[config.mk]
export PLATFORM = sky130hd
export DESIGN_NAME = gsoa_ctrl
export DESIGN_NICKNAME = d
export VERILOG_FILES = /design/src/rtl/gsoa_pkg.sv /design/src/rtl/gsoa_ctrl.sv
export SDC_FILE = /design/constraint.sdc
export NUM_CORES = 1
export LEC_CHECK = 0
export ABC_AREA = 1
export BUFFER_PORTS_ARGS = -buffer_cell sky130_fd_sc_hd__clkbuf_2
export CAP_MARGIN = 20
export CELL_PAD_IN_SITES_DETAIL_PLACEMENT = 1
export CELL_PAD_IN_SITES_GLOBAL_PLACEMENT = 1
export CORE_AREA = 2 2 39 41
export CTS_CLUSTER_SIZE = 24
export DETAILED_ROUTE_END_ITERATION = 7
export DIE_AREA = 0 0 41 43
export PLACE_DENSITY_LB_ADDON = 0.1
export SLEW_MARGIN = 20
export SYNTH_ARGS = -nofsm -noshare
export SYNTH_HDL_FRONTEND = slang
export SYNTH_SLANG_ARGS = --single-unit
[constraint.sdc]
create_clock -name clk -period 1.23 [get_ports clk]
set_clock_uncertainty 0.2 [all_clocks]
set_input_delay 0.123 -clock clk [delete_from_list [all_inputs] [get_ports clk]]
set_output_delay 0.123 -clock clk [all_outputs]
set_load 0.01 [all_outputs]
[src/rtl/gsoa_pkg.sv]
// Package for the gated steering offset average block.
// Holds widths, register indexes, reset values and the CORDIC arctangent table.
package gsoa_pkg;
	localparam int MAX_WINDOW_DEF = 1024;
	localparam int ATAN_ITER_DEF = 16;
	localparam int TABLE_LEN = 24;
	localparam int ZW = 32;
	localparam int XW = 32;
	localparam int SUMW = 27;
	localparam int DEVW = 17;

	localparam logic [2:0] REG_WINDOW = 3'd0;
	localparam logic [2:0] REG_SPEED_TH = 3'd1;
	localparam logic [2:0] REG_ANGLE_TH = 3'd2;
	localparam logic [2:0] REG_LIMIT = 3'd3;
	localparam logic [2:0] REG_WHEELBASE = 3'd4;

	localparam logic [10:0] WINDOW_RST = 11'd1000;
	localparam logic [14:0] SPEED_TH_RST = 15'd2048;
	localparam logic [14:0] ANGLE_TH_RST = 15'd410;
	localparam logic [14:0] LIMIT_RST = 15'd164;
	localparam logic [11:0] WHEELBASE_RST = 12'd768;

	localparam logic signed [ZW-1:0] HALF_PI_Z = 32'sd421657428;

	typedef struct packed {
		logic start;
		logic commit;
		logic div_start;
	} cmd_t;

	typedef struct packed {
		logic cordic_done;
		logic div_done;
	} stat_t;

	function automatic logic signed [ZW-1:0] atan_entry(input logic [4:0] i);
		logic signed [ZW-1:0] r;
		begin
			case (i)
				5'd0: r = 32'sd210828714;
				5'd1: r = 32'sd124459457;
				5'd2: r = 32'sd65760959;
				5'd3: r = 32'sd33381290;
				5'd4: r = 32'sd16755422;
				5'd5: r = 32'sd8385879;
				5'd6: r = 32'sd4193963;
				5'd7: r = 32'sd2097109;
				5'd8: r = 32'sd1048571;
				5'd9: r = 32'sd524287;
				5'd10: r = 32'sd262144;
				5'd11: r = 32'sd131072;
				5'd12: r = 32'sd65536;
				5'd13: r = 32'sd32768;
				5'd14: r = 32'sd16384;
				5'd15: r = 32'sd8192;
				5'd16: r = 32'sd4096;
				5'd17: r = 32'sd2048;
				5'd18: r = 32'sd1024;
				5'd19: r = 32'sd512;
				5'd20: r = 32'sd256;
				5'd21: r = 32'sd128;
				5'd22: r = 32'sd64;
				5'd23: r = 32'sd32;
				default: r = '0;
			endcase
			return r;
		end
	endfunction
endpackage

[src/rtl/gsoa_ctrl.sv]
// Controller state machine: input/output transfers and sequencing of the datapath.
// Depends on gsoa_pkg; drives gsoa_datapath through cmd_t.
module gsoa_ctrl (
	input logic clk,
	input logic arst_n,
	input logic in_valid,
	output logic in_stall,
	output logic out_valid,
	input logic out_stall,
	input logic taken,
	input gsoa_pkg::stat_t stat,
	output logic load,
	output gsoa_pkg::cmd_t cmd,
	output logic out_load
);
	localparam logic [2:0] S_IDLE = 3'd0;
	localparam logic [2:0] S_GATE = 3'd1;
	localparam logic [2:0] S_CORDIC = 3'd2;
	localparam logic [2:0] S_COMMIT = 3'd3;
	localparam logic [2:0] S_DIV = 3'd4;
	localparam logic [2:0] S_OUT = 3'd5;
	localparam logic [2:0] S_DSTART = 3'd6;

	logic [2:0] state_q;

	assign in_stall = state_q != S_IDLE;
	assign load = in_valid && state_q == S_IDLE;
	assign out_load = state_q == S_OUT && (!out_valid || !out_stall);

	always_comb begin
		cmd = '0;
		cmd.start = state_q == S_GATE && taken;
		cmd.commit = state_q == S_COMMIT;
		cmd.div_start = state_q == S_DSTART;
	end

	always_ff @(posedge clk or negedge arst_n) begin
		if (!arst_n) begin
			state_q <= S_IDLE;
			out_valid <= 1'b0;
		end else begin
			if (out_valid && !out_stall)
				out_valid <= 1'b0;
			if (out_load)
				out_valid <= 1'b1;
			case (state_q)
				S_IDLE: if (load) state_q <= S_GATE;
				S_GATE: state_q <= taken ? S_CORDIC : S_OUT;
				S_CORDIC: if (stat.cordic_done) state_q <= S_COMMIT;
				S_COMMIT: state_q <= S_DSTART;
				S_DSTART: state_q <= S_DIV;
				S_DIV: if (stat.div_done) state_q <= S_OUT;
				S_OUT: if (out_load) state_q <= S_IDLE;
				default: state_q <= S_IDLE;
			endcase
		end
	end
endmodule

# Yosys cells after proc, flatten, opt, wreduce, memory -nomap -nowiden
# Index checks and enable logic that the tools add are counted.
# totals
reg_bits	4
in_bits	7
out_inout_bits	7
wordCells	31
# op_classes
eq_ne	10
muxes	8
reduce_logical	11
# op_table
operator	count
one-hot mux 3 bit (7 select lines)	1
2-to-1 mux 3 bit	5
== test 3 bit, second input constant	3
inequality test 2 bit, second input constant	4
== test 3 x 2 -> 1 bit, second input constant	2
logical AND 1 bit	4
AND reduction 4 bit	1
== test 3 x 1 -> 1 bit, second input constant	1
logical NOT 3 bit	1
nonzero test 3 bit	1
logical NOT 1 bit	2
2-to-1 mux 1 bit	2
nonzero test 2 bit	1
logical OR 1 bit	1

# Depth between registers and ports, before layout
# depth
ltp_word	5
ltp_mapped	8
ltp_nobuf	7

# Worst setup path before layout
# OpenSTA, ideal clock, no wires.
# synth_timing
kind	reg2out
startpoint	register state_q[0]
endpoint	output load
arrival_time_ns	0.896
t_required_ns	0.907
setup_slack_ns	0.011
stages_incl_launch_ff	5
path_buffers	1
cell_sequence	dfrtp_1 > buf_6 > nor2_1 > nand2_1 > nor2_1
# synth_between
elab_chain_cells	2
# synth_rtl
element	line	text
start, declared	gsoa_ctrl.sv:24	logic [2:0] state_q;
start signal, assigned	gsoa_ctrl.sv:48	S_GATE: state_q <= taken ? S_CORDIC : S_OUT;
logical NOT 3 bit	gsoa_ctrl.sv:27	assign load = in_valid && state_q == S_IDLE;
logical AND 1 bit	gsoa_ctrl.sv:27	
end, declared	gsoa_ctrl.sv:12	output logic load,
# Every way passes these cells.

==> results.json <==
{
  "leakagePower_nw": 0.2632,
  "layout.nets": 75,
  "worst_setup_path_start_kind": "flip-flop",
  "wl_per_cell_um": 9.220,
  "synth_top_area_cell": "dfrtp_1",
  "drt_iter0_drc": 1,
  "path_class": "reg -> out",
  "synth_area_per_cell_um2": 6.336,
  "drc_errors": 0,
  "critPathCaptureType": "output port",
  "io_buffers": 13,
  "synth_nets": 54,
  "cts_buffers": 3,
  "violations": "negative hold slack, negative setup slack",
  "grt_first_pass_wirelength_um": 1228,
  "max_cap_viol_count": 0,
  "synth_simple_gate_area_share_pct": 44.54,
  "fin_setup_tns_ns": -1.241,
  "critPathMaxStageDelay_ns": 0.44,
  "period_needed_ns": 1.456,
  "place_congestion": 0.6653,
  "ir_worst_vdd_mv": 0.6190,
  "grt_max_degree": 9,
  "ant_nets": 0,
  "root_buffer": "clkbuf_4",
  "final_util_pct": 31.83,
  "ios": 14,
  "met2_wirelength_um": 348,
  "synth_top_area_share_pct": 33.61,
  "synthAdderAreaFrac_pct": 0,
  "grtUsageTotal_pct": 10.34,
  "hold_class": "in -> reg",
  "rsz0062_at_grt": "true",
  "synth_top_family_by_area": "simple AND/OR/NAND/NOR gates",
  "yosys_register_bits": 4,
  "fin_ws_ns": -0.2256,
  "highest_layer": "met3",
  "wl_um": 756,
  "synth_cells": 47,
  "n_antenna_cell": 0,
  "synth_edf_count": 0,
  "fp.dieW_um": 41,
  "dp_hpwl_um": 607.1,
  "max_freq_mhz": 687.0,
  "period_share_pct": 118.3,
  "ys_types": 14,
  "synth_xor_area_share_pct": 0,
  "hold_viol_final": 1,
  "seq_area_frac_synth_pct": 33.61,
  "powerDensity_mw_per_mm2": 2356,
  "dr_total_vias": 347,
  "die-area_mm2": 0.001763,
  "first_global_vias": 305,
  "synth_area_um2": 297.8,
  "clock_path_buffers": 2,
  "setup_violations": 7,
  "numClockSinks": 4,
  "worstMarginPinSlew_ns": 0.1732,
  "start_util_pct": 21.52,
  "wl_met3_um": 60,
  "cpLargestDelayFamily": "flip-flops",
  "synth-compound-area-share_pct": 7.983,
  "syn2layout_area_growth_pct": 47.90,
  "die_y_um": 43,
  "crit_slowest_cell": "dfrtp_2",
  "place_ws_ns": -0.1206,
  "synthMuxAreaShare_pct": 0,
  "wl_met1_um": 348,
  "fin_area_um2": 440.4,
  "htreeDepth": 1,
  "cp_cell_sequence": "inv_2, nand3_1, nor2_1, clkbuf_2",
  "clkTransAtPathRegs_ns": 0.04,
  "synthTopCellsByCount": "10 x nand2_1, 10 x nor2_1, 6 x inv_1",
  "core_area_mm2": 0.001384,
  "slew_headroom_pct": 88.45,
  "drive_gt1_share_pct": 45.45,
  "ys_top_cells_by_area": "dfrtp_1 34%, nand2_1 13%, nor2_1 13%",
  "post_dp_cell_area_um2": 379.1,
  "worstPathArrival_ns": 1.13,
  "cts_tree": "done",
  "ys.flop_type": "dfrtp_1",
  "rows": 14,
  "dr.pass1.iters": 2,
  "antenna_found_initial": 0,
  "hold_slack_ns": -0.09066,
  "async_flop_share_pct": 100.0,
  "drv_slew": 0,
  "crit_buf_inv": 2,
  "clk_latency_ns": 0.23,
  "via_per_inst": 4.232,
  "status": "finished with violations",
  "worstPathRequired_ns": 0.91,
  "crit_fanout": 5,
  "ys.warnings.count": 0,
  "cts-hold-fix-buffers": 2,
  "gr-total-overflow": 0
}
==> per-stage QoR <==
stage                     total power [mW]  hold WS, ns  cells
after floorplan                     0.6687      -0.3726     47
after global placement              0.8373      -0.2689     76
after detailed placement            0.8280      -0.2636     76
after CTS                            1.057     -0.09453     82
after global routing                 1.148     -0.08628     82
final                                1.038     -0.09066     82
==> per-layer routing <==
metal / track usage, % / vias to the layer above
li1: - / 181
met1: 14.15 / 154
met2: 14.69 / 12
met3: 1.571 / 0
met4: 6.000 / 0
met5: 0 / -
==> power breakdown <==
part           total (mW)  switching, mW  leakage (nW)  internal, mW
registers           0.319          0.113        0.0469         0.207
clock network       0.162         0.0533        0.0138         0.109
logic               0.556          0.314         0.202         0.242
==> flip-flops by register name, summed over array words and instances (netlist names) <==
register and cells:
out_valid 1, state_q 3
==> worst reg2reg max path: cells and delay by family (launching register included) <==
| family | cells | cell delay (ns) |
|---|---|---|
| flip-flops | 1 | 0.43 |
| buffers and inverters | 2 | 0.19 |
| AO/OA/AOI/OAI | 1 | 0.13 |
| AND/OR/NAND/NOR | 3 | 0.27 |
==> path summary, 6_finish.rpt <==
| path | startpoint | endpoint | slack, ns | depth (start not counted) |
|---|---|---|---|---|
| worst max-delay path | state_q[1] | cmd[2] | -0.23 | 4 |
| worst min-delay path | out_stall | out_valid | -0.09 | 3 |
| worst max register to register | state_q[2] | state_q[2] | -0.11 | 6 |
| worst min register to register | out_valid | out_valid | 0.29 | 2 |
| max in group asynchronous | arst_n | state_q[1] | 0.66 | 2 |
| min in group asynchronous | arst_n | out_valid | 0.03 | 2 |
==> kinds of logic (layout without fill, tap and decap cells) <==
kind of cell | Yosys count | in the layout
flops | 4 | 4
simple gates | 30 | 30
compound gates | 4 | 4
buf+inv | 9 | 28
==> layout make-up <==
class / instances / area [um2]
Tap cell: 16 / 20.02
Timing Repair Buffer: 17 / 100.1
Inverter: 8 / 32.53
Sequential cell: 4 / 103.9
Fill cell: 182 / 943.4
Multi-Input combinational cell: 34 / 161.4
Clock buffer: 3 / 22.52
==> cell usage in the layout, fill, tap and decap left out <==
| cell | n |
|---|---|
| clkbuf_2 | 10 |
| nand2_1 | 9 |
| nor2_1 | 9 |
| inv_1 | 6 |
| nor2_2 | 4 |
| nand3_1 | 4 |
| nand2_2 | 3 |
| clkbuf_4 | 3 |
| buf_2 | 3 |
| dfrtp_2 | 3 |
| dlygate4sd3_1 | 2 |
| buf_4 | 2 |
| inv_4 | 1 |
| inv_2 | 1 |
| a21oi_1 | 1 |
| o21ai_1 | 1 |
| o22ai_1 | 1 |
| o21bai_1 | 1 |
| nand4_1 | 1 |
| dfrtp_1 | 1 |
==> repair_timing <==
item,in CTS,in global routing
resized for setup,6,3
hold endpoints to repair,7,1
buffers inserted,1,0
pin swaps,1,3
setup endpoints to repair,8,8
Power figures use the tool's default switching activity.
